File: config.mk
export PLATFORM = sky130hd
export DESIGN_NAME = running_sample_statistics
export DESIGN_NICKNAME = d
export VERILOG_FILES = /design/src/hw/rtl/rss_pkg.sv /design/src/hw/rtl/running_sample_statistics.sv
export SDC_FILE = /design/constraint.sdc
export NUM_CORES = 2
export LEC_CHECK = 0
export BUFFER_PORTS_ARGS = -buffer_cell sky130_fd_sc_hd__buf_2
export CAP_MARGIN = 5
export CORE_UTILIZATION = 40
export DETAILED_ROUTE_END_ITERATION = 12
export PLACE_DENSITY = 0.67
export REMOVE_ABC_BUFFERS = 1
export SYNTH_ARGS = -nofsm -noshare
export SYNTH_HDL_FRONTEND = slang
export SYNTH_SLANG_ARGS = --single-unit
File: constraint.sdc
create_clock -name aclk -period 17.6 [get_ports aclk]
set_input_delay 0.88 -clock aclk [delete_from_list [all_inputs] [get_ports aclk]]
set_output_delay 0.88 -clock aclk [all_outputs]
set_load 0.1 [all_outputs]
File: src/hw/rtl/rss_pkg.sv
// shared types and constants of the running sample statistics block
package rss_pkg;

    localparam int COUNT_BITS  = 24;
    localparam int SAMPLE_BITS = 16;
    localparam int VAR_BITS    = 32;

    localparam int SUM_BITS   = SAMPLE_BITS + COUNT_BITS;
    localparam int SQ_BITS    = 2 * SAMPLE_BITS;
    localparam int SQSUM_BITS = SQ_BITS + COUNT_BITS;
    localparam int NUM_BITS   = 2 * SUM_BITS;
    localparam int PAIR_BITS  = 2 * COUNT_BITS;

    localparam logic CMD_ADD   = 1'b0;
    localparam logic CMD_CLEAR = 1'b1;

    localparam logic signed [SAMPLE_BITS-1:0] SAMPLE_MAX = {1'b0, {(SAMPLE_BITS-1){1'b1}}};
    localparam logic signed [SAMPLE_BITS-1:0] SAMPLE_MIN = {1'b1, {(SAMPLE_BITS-1){1'b0}}};

    typedef struct packed {
        logic                          command;
        logic signed [SAMPLE_BITS-1:0] sample;
    } rss_in_t;

    typedef struct packed {
        logic        [COUNT_BITS-1:0]  count;
        logic signed [SAMPLE_BITS-1:0] mean_value;
        logic        [VAR_BITS-1:0]    variance;
        logic signed [SAMPLE_BITS-1:0] minimum;
        logic signed [SAMPLE_BITS-1:0] maximum;
        logic signed [SAMPLE_BITS-1:0] last_value;
        logic                          count_full;
    } rss_out_t;

endpackage

File: src/hw/rtl/running_sample_statistics.sv
// running count, mean, variance, minimum and maximum of signed samples
//
// Each transaction either adds one sample or clears all statistics and returns one result
// with the statistics after the update; with a saturated count the sample is dropped and
// count_full is set. The block takes one transaction at a time: s_ready is high only while
// the sequencer is idle, and a finished result waits in an output register, so the next
// transaction can be taken while that result is still pending. All heavy arithmetic but
// the sample square, which has its own multiplier, runs through one shared add/subtract
// unit: the mean is a restoring division over SAMPLE_BITS steps, n*sumsq and sum^2 are
// shift-add multiplications over COUNT_BITS and SAMPLE_BITS+COUNT_BITS steps, and the
// variance is a restoring division over 32 steps. The multiplications and the variance
// division are skipped below two samples, the mean division too when empty, and the
// variance division on saturation; the done state holds while a result waits on m_ready.
module running_sample_statistics
    import rss_pkg::*;
(
    input  logic     aclk,
    input  logic     aresetn,
    input  logic     s_valid,
    output logic     s_ready,
    input  rss_in_t  s_data,
    output logic     m_valid,
    input  logic     m_ready,
    output rss_out_t m_data
);

    localparam int STEP_MAX = (SUM_BITS > VAR_BITS) ? SUM_BITS : VAR_BITS;
    localparam int STEP_W   = $clog2(STEP_MAX + 1);
    localparam int ALU_W    = NUM_BITS + 1;

    localparam logic [3:0] ST_IDLE = 4'd0;
    localparam logic [3:0] ST_SQ   = 4'd1;
    localparam logic [3:0] ST_UPD  = 4'd2;
    localparam logic [3:0] ST_MSET = 4'd3;
    localparam logic [3:0] ST_MDIV = 4'd4;
    localparam logic [3:0] ST_MUL1 = 4'd5;
    localparam logic [3:0] ST_MUL2 = 4'd6;
    localparam logic [3:0] ST_VCHK = 4'd7;
    localparam logic [3:0] ST_VDIV = 4'd8;
    localparam logic [3:0] ST_DONE = 4'd9;

    logic [3:0] state_reg, state_next;

    logic                          cmd_reg, cmd_next;
    logic signed [SAMPLE_BITS-1:0] smp_reg, smp_next;
    logic [SQ_BITS-1:0]            sq_reg, sq_next;

    logic [COUNT_BITS-1:0]         count_reg, count_next;
    logic signed [SUM_BITS-1:0]    sum_reg, sum_next;
    logic [SQSUM_BITS-1:0]         sqsum_reg, sqsum_next;
    logic signed [SAMPLE_BITS-1:0] min_reg, min_next;
    logic signed [SAMPLE_BITS-1:0] max_reg, max_next;
    logic signed [SAMPLE_BITS-1:0] last_reg, last_next;
    logic [PAIR_BITS-1:0]          pair_reg, pair_next;
    logic                          full_reg, full_next;

    logic                          sneg_reg, sneg_next;
    logic [SUM_BITS-1:0]           smag_reg, smag_next;
    logic [NUM_BITS-1:0]           acc_reg, acc_next;
    logic [NUM_BITS-1:0]           mcand_reg, mcand_next;
    logic [SUM_BITS-1:0]           mplier_reg, mplier_next;
    logic [NUM_BITS-1:0]           rem_reg, rem_next;
    logic [PAIR_BITS-1:0]          dvs_reg, dvs_next;
    logic [VAR_BITS-1:0]           qsh_reg, qsh_next;
    logic [STEP_W-1:0]             step_reg, step_next;
    logic signed [SAMPLE_BITS-1:0] mean_reg, mean_next;
    logic [VAR_BITS-1:0]           var_reg, var_next;

    rss_out_t out_reg, out_next;
    logic     m_valid_reg, m_valid_next;

    // shared add/subtract unit
    logic [ALU_W-1:0] alu_a, alu_b;
    logic             alu_sub;
    logic [ALU_W:0]   alu_res;
    logic             alu_borrow;

    logic [SAMPLE_BITS-1:0]       smp_mag;
    logic [SUM_BITS-1:0]          sum_mag;
    logic [NUM_BITS+VAR_BITS-1:0] acc_wide;
    logic [NUM_BITS-1:0]          acc_hi;
    logic [VAR_BITS-1:0]          acc_lo;
    logic [NUM_BITS-1:0]          rem_step;
    logic [VAR_BITS-1:0]          qsh_step;
    logic [SAMPLE_BITS-1:0]       mean_mag;
    logic                         step_last;

    assign smp_mag  = smp_reg[SAMPLE_BITS-1] ? $unsigned(-smp_reg) : $unsigned(smp_reg);
    assign sum_mag  = sum_reg[SUM_BITS-1] ? $unsigned(-sum_reg) : $unsigned(sum_reg);
    assign acc_wide = {{VAR_BITS{1'b0}}, acc_reg};
    assign acc_hi   = acc_wide[NUM_BITS+VAR_BITS-1:VAR_BITS];
    assign acc_lo   = acc_wide[VAR_BITS-1:0];
    assign step_last = (step_reg == STEP_W'(1));

    always_comb begin
        alu_a   = {1'b0, acc_reg};
        alu_b   = {1'b0, mcand_reg};
        alu_sub = 1'b0;
        unique case (state_reg) inside
            ST_MUL2: begin
                alu_sub = 1'b1;
            end
            ST_MDIV, ST_VDIV: begin
                alu_a   = {rem_reg, qsh_reg[VAR_BITS-1]};
                alu_b   = ALU_W'(dvs_reg);
                alu_sub = 1'b1;
            end
            ST_VCHK: begin
                alu_a   = ALU_W'(acc_hi);
                alu_b   = ALU_W'(pair_reg);
                alu_sub = 1'b1;
            end
            default: begin
                alu_sub = 1'b0;
            end
        endcase
        alu_res = alu_sub ? ({1'b0, alu_a} - {1'b0, alu_b}) : ({1'b0, alu_a} + {1'b0, alu_b});
    end

    assign alu_borrow = alu_res[ALU_W];

    // one restoring division step
    assign rem_step = alu_borrow ? alu_a[NUM_BITS-1:0] : alu_res[NUM_BITS-1:0];
    assign qsh_step = {qsh_reg[VAR_BITS-2:0], ~alu_borrow};
    assign mean_mag = qsh_step[SAMPLE_BITS-1:0];

    always_comb begin
        state_next   = state_reg;
        cmd_next     = cmd_reg;
        smp_next     = smp_reg;
        sq_next      = sq_reg;
        count_next   = count_reg;
        sum_next     = sum_reg;
        sqsum_next   = sqsum_reg;
        min_next     = min_reg;
        max_next     = max_reg;
        last_next    = last_reg;
        pair_next    = pair_reg;
        full_next    = full_reg;
        sneg_next    = sneg_reg;
        smag_next    = smag_reg;
        acc_next     = acc_reg;
        mcand_next   = mcand_reg;
        mplier_next  = mplier_reg;
        rem_next     = rem_reg;
        dvs_next     = dvs_reg;
        qsh_next     = qsh_reg;
        step_next    = step_reg;
        mean_next    = mean_reg;
        var_next     = var_reg;
        out_next     = out_reg;
        m_valid_next = m_valid_reg;

        if (m_valid_reg && m_ready) begin
            m_valid_next = 1'b0;
        end

        unique case (state_reg)
            ST_IDLE: begin
                if (s_valid) begin
                    cmd_next   = s_data.command;
                    smp_next   = s_data.sample;
                    state_next = ST_SQ;
                end
            end
            ST_SQ: begin
                sq_next    = smp_mag * smp_mag;
                state_next = ST_UPD;
            end
            ST_UPD: begin
                full_next = 1'b0;
                if (cmd_reg == CMD_CLEAR) begin
                    count_next = '0;
                    sum_next   = '0;
                    sqsum_next = '0;
                    min_next   = SAMPLE_MAX;
                    max_next   = SAMPLE_MIN;
                    last_next  = '0;
                    pair_next  = '0;
                end else if (count_reg == '1) begin
                    full_next = 1'b1;
                end else begin
                    count_next = count_reg + 1'b1;
                    sum_next   = sum_reg + SUM_BITS'(smp_reg);
                    sqsum_next = sqsum_reg + SQSUM_BITS'(sq_reg);
                    // n(n-1) grows by 2*n_old per added sample
                    pair_next  = pair_reg + PAIR_BITS'({count_reg, 1'b0});
                    last_next  = smp_reg;
                    if (smp_reg < min_reg) begin
                        min_next = smp_reg;
                    end
                    if (smp_reg > max_reg) begin
                        max_next = smp_reg;
                    end
                end
                state_next = ST_MSET;
            end
            ST_MSET: begin
                sneg_next = sum_reg[SUM_BITS-1];
                smag_next = sum_mag;
                if (count_reg == '0) begin
                    mean_next  = '0;
                    var_next   = '0;
                    state_next = ST_DONE;
                end else begin
                    // quotient fits in SAMPLE_BITS, so start with the upper part in the remainder
                    rem_next   = NUM_BITS'(sum_mag >> SAMPLE_BITS);
                    qsh_next   = VAR_BITS'(sum_mag[SAMPLE_BITS-1:0]) << (VAR_BITS - SAMPLE_BITS);
                    dvs_next   = PAIR_BITS'(count_reg);
                    step_next  = STEP_W'(SAMPLE_BITS);
                    state_next = ST_MDIV;
                end
            end
            ST_MDIV: begin
                rem_next  = rem_step;
                qsh_next  = qsh_step;
                step_next = step_reg - 1'b1;
                if (step_last) begin
                    mean_next = sneg_reg ? $signed(-mean_mag) : $signed(mean_mag);
                    if (count_reg < COUNT_BITS'(2)) begin
                        var_next   = '0;
                        state_next = ST_DONE;
                    end else begin
                        acc_next    = '0;
                        mcand_next  = NUM_BITS'(sqsum_reg);
                        mplier_next = SUM_BITS'(count_reg);
                        step_next   = STEP_W'(COUNT_BITS);
                        state_next  = ST_MUL1;
                    end
                end
            end
            ST_MUL1: begin
                if (mplier_reg[0]) begin
                    acc_next = alu_res[NUM_BITS-1:0];
                end
                mcand_next  = mcand_reg << 1;
                mplier_next = mplier_reg >> 1;
                step_next   = step_reg - 1'b1;
                if (step_last) begin
                    mcand_next  = NUM_BITS'(smag_reg);
                    mplier_next = smag_reg;
                    step_next   = STEP_W'(SUM_BITS);
                    state_next  = ST_MUL2;
                end
            end
            ST_MUL2: begin
                // subtract sum^2; partial results may wrap but the final value is not negative
                if (mplier_reg[0]) begin
                    acc_next = alu_res[NUM_BITS-1:0];
                end
                mcand_next  = mcand_reg << 1;
                mplier_next = mplier_reg >> 1;
                step_next   = step_reg - 1'b1;
                if (step_last) begin
                    state_next = ST_VCHK;
                end
            end
            ST_VCHK: begin
                if (!alu_borrow) begin
                    // quotient would not fit in VAR_BITS
                    var_next   = '1;
                    state_next = ST_DONE;
                end else begin
                    rem_next   = acc_hi;
                    qsh_next   = acc_lo;
                    dvs_next   = pair_reg;
                    step_next  = STEP_W'(VAR_BITS);
                    state_next = ST_VDIV;
                end
            end
            ST_VDIV: begin
                rem_next  = rem_step;
                qsh_next  = qsh_step;
                step_next = step_reg - 1'b1;
                if (step_last) begin
                    var_next   = qsh_step;
                    state_next = ST_DONE;
                end
            end
            ST_DONE: begin
                if (!m_valid_reg || m_ready) begin
                    out_next.count      = count_reg;
                    out_next.mean_value = mean_reg;
                    out_next.variance   = var_reg;
                    out_next.minimum    = min_reg;
                    out_next.maximum    = max_reg;
                    out_next.last_value = last_reg;
                    out_next.count_full = full_reg;
                    m_valid_next        = 1'b1;
                    state_next          = ST_IDLE;
                end
            end
            default: begin
                state_next = ST_IDLE;
            end
        endcase
    end

    always_ff @(posedge aclk) begin
        if (!aresetn) begin
            state_reg   <= ST_IDLE;
            m_valid_reg <= 1'b0;
            count_reg   <= '0;
            sum_reg     <= '0;
            sqsum_reg   <= '0;
            min_reg     <= SAMPLE_MAX;
            max_reg     <= SAMPLE_MIN;
            last_reg    <= '0;
            pair_reg    <= '0;
            full_reg    <= 1'b0;
        end else begin
            state_reg   <= state_next;
            m_valid_reg <= m_valid_next;
            count_reg   <= count_next;
            sum_reg     <= sum_next;
            sqsum_reg   <= sqsum_next;
            min_reg     <= min_next;
            max_reg     <= max_next;
            last_reg    <= last_next;
            pair_reg    <= pair_next;
            full_reg    <= full_next;
        end
    end

    always_ff @(posedge aclk) begin
        cmd_reg    <= cmd_next;
        smp_reg    <= smp_next;
        sq_reg     <= sq_next;
        sneg_reg   <= sneg_next;
        smag_reg   <= smag_next;
        acc_reg    <= acc_next;
        mcand_reg  <= mcand_next;
        mplier_reg <= mplier_next;
        rem_reg    <= rem_next;
        dvs_reg    <= dvs_next;
        qsh_reg    <= qsh_next;
        step_reg   <= step_next;
        mean_reg   <= mean_next;
        var_reg    <= var_next;
        out_reg    <= out_next;
    end

    assign s_ready = (state_reg == ST_IDLE);
    assign m_valid = m_valid_reg;
    assign m_data  = out_reg;

endmodule

; Word level (Yosys, flattened, before mapping)
; Index checks and enable logic that the tools add are counted.
[totals]
reg_bits = 847
in_bits = 21
out_inout_bits = 123
wordCells = 177
[classes]
addsub = 10
multipliers = 1
order_cmp = 3
n_eq_ne = 25
muxes = 75
n_bitwise = 1
n_reduce_logical = 31
[ops]
columns = cell, n
row1 = 80-bit 2-to-1 mux, 9
row2 = 80-bit one-hot mux with 3 select lines, 2
row3 = 80-bit one-hot mux with 2 select lines, 2
row4 = 40-bit 2-to-1 mux, 6
row5 = 32-bit 2-to-1 mux, 7
row6 = 16-bit 2-to-1 mux, 12
row7 = 48-bit 2-to-1 mux, 4
row8 = 81-bit one-hot mux with 2 select lines, 1
row9 = 32-bit one-hot mux with 4 select lines, 1
row10 = 40-bit one-hot mux with 3 select lines, 1
row11 = 56-bit 2-to-1 mux, 2
row12 = 32-bit one-hot mux with 3 select lines, 1
row13 = 48-bit one-hot mux with 2 select lines, 1
row14 = 81-bit by 81-bit adder with 82-bit output, 1
row15 = 82-bit 2-to-1 mux, 1
row16 = 81-bit by 81-bit subtractor with 82-bit output, 1
row17 = 56-bit by 32-bit adder with 56-bit output, 1
row18 = 48-bit by 25-bit adder with 48-bit output, 1
row19 = 24-bit 2-to-1 mux, 2
row20 = 40-bit by 16-bit adder with 40-bit output, 1
row21 = 40-bit negator, 1
row22 = 4-bit one-hot mux with 10 select lines, 1
row23 = 16-bit by 16-bit multiplier with 32-bit output, 1
row24 = 4-bit 2-to-1 mux, 8
row25 = 34 further kinds, 78

; Longest topological paths before layout
[logic_depth]
word_depth = 10
mapped_depth = 42
mapped_depth_nobuf = 34

; Worst setup path before layout
; No wires, ideal clock.
[synth_timing]
path_type = register to register
start = register state_reg[3]
end = register qsh_reg[0], enable pin
setup_ns = 0.584
t_arrival_ns = 11.606
required_ns = 17.016
setup_slack_ns = 5.410
stages_incl_launch_ff = 34
path_buffers = 8
period_less_slack_ns = 12.190
cell_sequence = dfxtp_1 and4b_4 buf_6 a21oi_1 buf_2 clkbuf_1 clkbuf_1 clkbuf_1 clkbuf_1 a21boi_0 ha_1 o2111ai_1 nor4_1 nor2b_1 nand2_1 or3_1 nor2_1 nand2_1 nor4_1 a31oi_1 xnor2_1 ha_1 clkbuf_1 nand3_1 nor3_1 or4b_1 a31oi_1 o21ai_0 a211oi_1 o21ai_0 and2_4 buf_2 a21o_1 nor2_1
[synth_between]
elab_chain_cells = 7
word_cells_on_any_way = 17
cone_classes = 2 x add/sub / 7 x eq/ne / 4 x mux / 4 x reduce/logical
[synth_lines]
columns = item, line
row1 = from (decl), running_sample_statistics.sv:42  ; logic [3:0] state_reg, state_next;
row2 = from (signal assigned), running_sample_statistics.sv:312  ; state_reg <= state_next;
row3 = 4-bit by 3-bit equality test with 1-bit output / 4-bit equality test (equally long branches), running_sample_statistics.sv:158  ; unique case (state_reg)
row4 = 2-bit OR reduction (no source line), --
row5 = 81-bit one-hot mux with 2 select lines / 80-bit one-hot mux with 2 select lines (equally long branches), running_sample_statistics.sv:99  ; unique case (state_reg) inside
row6 = 81-bit by 81-bit adder with 82-bit output / 81-bit by 81-bit subtractor with 82-bit output (equally long branches), running_sample_statistics.sv:117  ; alu_res = alu_sub ? ({1'b0, alu_a} - {1'b0, alu_b}) : ({1'b0, alu_a} + {1'b0, alu_b});
row7 = 82-bit 2-to-1 mux, running_sample_statistics.sv:117
row8 = 2-bit inequality test (no source line), --
row9 = 3-bit AND reduction (no source line) *, --
row10 = to (signal assigned), running_sample_statistics.sv:336  ; qsh_reg <= qsh_next;
row11 = to (decl), running_sample_statistics.sv:64  ; logic [VAR_BITS-1:0] qsh_reg, qsh_next;
; Every way passes the cells marked *; elsewhere a longest branch is shown, timed or not.
; A chain may end at the register's enable or synchronous reset.

; Final worst setup path
[layout_timing]
start = register state_reg[3]
end = register qsh_reg[3], enable pin
; The elaborated chain is that of the path after synthesis.

==> flow_summary.ini <==
[final_layout]
fin_nets = 6171
stdcell_area_um2 = 60200
largest_reg_flops = 121
drive_gt1_share_pct = 7.652
area_growth_pct = 10.65

[synth]
ys_warn_count = 0
synthAdderAreaFrac_pct = 13.31
synthArstFlopShare_pct = 0
synth-edff-count = 624
syn_inst = 5610
synth_top_family_by_area = simple AND/OR/NAND/NOR gates
netlist_area_um2 = 54400
synth_ff_type = edfxtp_1
syn_avg_cell_area_um2 = 9.697
synth-seq-area-share_pct = 42.58
synth.distinct_cells = 98
synth_mux_area_share_pct = 0.8855
synth-xor-area-share_pct = 6.196
synth_compound_area_share_pct = 15.96
synth-simple-area-share_pct = 16.53
ys_ff_latch = 845

[clock_tree]
clockBufferDepth = 3
holdBufCountCts = 0
clk_pin_slew_ns = 0.07
clock_latency_ns = 0.72
cts_resized = 0
ctsRootBufferMaster = clkbuf_16
cts-buffers-inserted = 96
htree_levels = 3
post_cts_buffers = 0
clock_sink_count = 845
tritoncts = yes

[critical_path]
required_ns = 17.91
critPathArrivalTime_ns = 11.49
critPathCaptureType = flip-flop
critPathKind = flip-flop to flip-flop
crit_fanout = 148
crit_slowest_cell = dfxtp_1
crit_path_max_incr_delay_ns = 0.91
start_kind = flip-flop
cp_common_cell = buf_4

[routing]
drtAntennaViolNets = 0
drt_iter0_markers = 4860
via_per_inst = 5.711
remaining_drc_errors = 0
vias = 42940
avgRoutedWirePerCell_um = 21.33
wirelength_mm = 160.4
drt-pass1-iter-count = 7

[floorplan]
dieArea_um2 = 137500
rows = 134
core_area_um2 = 134100
initial_core_util_pct = 40.56
ios = 144
fp.dieH_um = 370.8
die_w_um = 370.8

[sta]
tightest_slew_ns = 1.236
finalCritPeriodShare_pct = 63.53
max_freq_ghz = 0.08944
final_hold_viol_count = 0
fin_skew_ns = 0.04019
slew_headroom_pct = 16.98
setup_ws_ns = 6.419
slew_violations = 0
setup_violations = 0
hold_ws_ns = 0.3411
rsz0062_at_grt = false
finalCriticalPeriod_ns = 11.18

[power_and_ir_drop]
ir_worst_vdd_v = 0.0006879
p_leak_nw = 24.32
powerDensity_nw_per_um2 = 210.4

[place]
place_area_um2 = 57000
io_buffers = 143
routabilityCongestion = 0.9512
hpwlAfterDp_mm = 118.7
dp_slack_ns = 6.736

[flow_run]
max_cap_violations = 0

[global_routing]
grt-ovfl-total = 0
first_global_vias = 41130
grt_max_degree = 149
grt_usage_pct = 22.98
antenna_found_initial = 4
grt_pass1_wl_mm = 244.8

[status]
status = finished, final reports clean

[min_path]
hold_class = input pin to flip-flop
==> cells in the mapped netlist (all sizes together) (16+ instances only) <==
master | number | area, um^2
or3 | 34 | 217.7
xnor2 | 209 | 1831
a211oi | 32 | 245.2
dfxtp | 221 | 4424
ha | 310 | 3879
buf | 46 | 272.8
a32oi | 29 | 254.0
edfxtp | 624 | 18740
mux2i | 47 | 470.5
xor2 | 175 | 1540
a222oi | 16 | 160.2
o21a | 43 | 322.8
o311ai | 23 | 209.0
or4 | 31 | 247.7
a22oi | 18 | 135.1
nor2b | 45 | 281.5
nor4 | 35 | 231.5
inv | 359 | 1348
nor3 | 92 | 470.5
a21boi | 31 | 232.7
o31ai | 37 | 282.8
and2 | 174 | 1094
and3 | 45 | 281.5
nor2 | 387 | 1460
o21ai | 295 | 1480
a22o | 97 | 849.6
nand4 | 42 | 262.8
o21bai | 49 | 367.9
nand2b | 37 | 231.5
clkbuf | 217 | 814.5
fa | 168 | 3363
or2 | 17 | 108.9
nand2 | 837 | 3144
a31oi | 39 | 244.0
o211ai | 30 | 225.2
a21oi | 287 | 1436
nand3 | 125 | 625.6
a21o | 113 | 848.3
a221o | 60 | 600.6
==> layout by cell type (no fill, tap or decap), types with 113 or more instances in the layout <==
cell type,netlist,final
a21oi_1,287,284
edfxtp_1,624,624
xor2_1,174,174
ha_1,310,310
a21o_1,113,113
and2_1,172,170
buf_2,14,143
o21ai_0,268,267
inv_1,358,358
nand3_1,125,125
xnor2_1,209,209
fa_1,168,168
dfxtp_1,221,221
nor2_1,386,381
nand2_1,836,833
==> stage by stage <==
step / total power, mW / utilization (%) / setup TNS (ns) / cells
after global routing: 13.91 / 44.88 / 0 / 7518
after global placement: 10.43 / 42.49 / 0 / 7342
after floorplan: 8.929 / - / -282.74 / 5356
after detailed placement: 10.55 / 42.49 / 0 / 7342
final: 12.66 / 44.88 / 0 / 7519
after CTS: 12.71 / 44.88 / 0 / 7518
==> worst max-delay path, delay by kind of cell (launching register included) <==
| kind | cells | cell delay (ns) |
|---|---|---|
| flip-flops | 1 | 0.91 |
| buffers and inverters | 6 | 2.82 |
| AO/OA/AOI/OAI | 8 | 2.33 |
| adder cells (fa/ha/maj) | 1 | 0.44 |
| AND/OR/NAND/NOR | 10 | 3.54 |
| XOR/XNOR | 2 | 0.38 |
==> cell type report <==
class | instances | area (um^2)
antenna | 1 | 2.502
clock buffer | 120 | 2594
clock inverter | 56 | 601.8
fill | 12660 | 73930
inverter | 366 | 1374
multi-input combinational | 4145 | 28960
sequential | 845 | 23160
tap | 1768 | 2212
timing repair buffer | 218 | 1291
==> final timing paths <==
path | end | from | slack [ns] | cells after the start
worst max-delay path | qsh_reg[3] | state_reg[3] | 6.42 | 27
worst min-delay path | smp_reg[1] | s_data[1] | 0.34 | 1
worst max register to register | qsh_reg[3] | state_reg[3] | 6.42 | 27
worst min register to register | m_data[90] | mean_reg[9] | 0.42 | 0
==> power by group <==
part	internal (mW)	switching, mW
logic	3.44	4.44
clock network	1.20	0.860
registers	2.65	0.0818
total	7.29	5.38
==> logic make-up (layout without fill, tap and decap cells) <==
logic type	Yosys count	after routing
AOI/OAI and AO/OA	1285	1285
xor gates and xnor gates	384	384
DFF	845	845
other	2	12
muxes	48	48
adders and majority gates	478	478
buffers and inverters	629	760
and+or+nand+nor	1939	1939
==> layer usage <==
metal | routed length, um | GRT usage (%) | part of all wire, %
met1 | 69480 | 31.88 | 43
met2 | 71580 | 35.98 | 45
met3 | 13780 | 3.837 | 8.6
met4 | 5550 | 8.230 | 3.5
met5 | 0 | 0 | 0
Note: power is estimated with default switching activity, not from simulation.
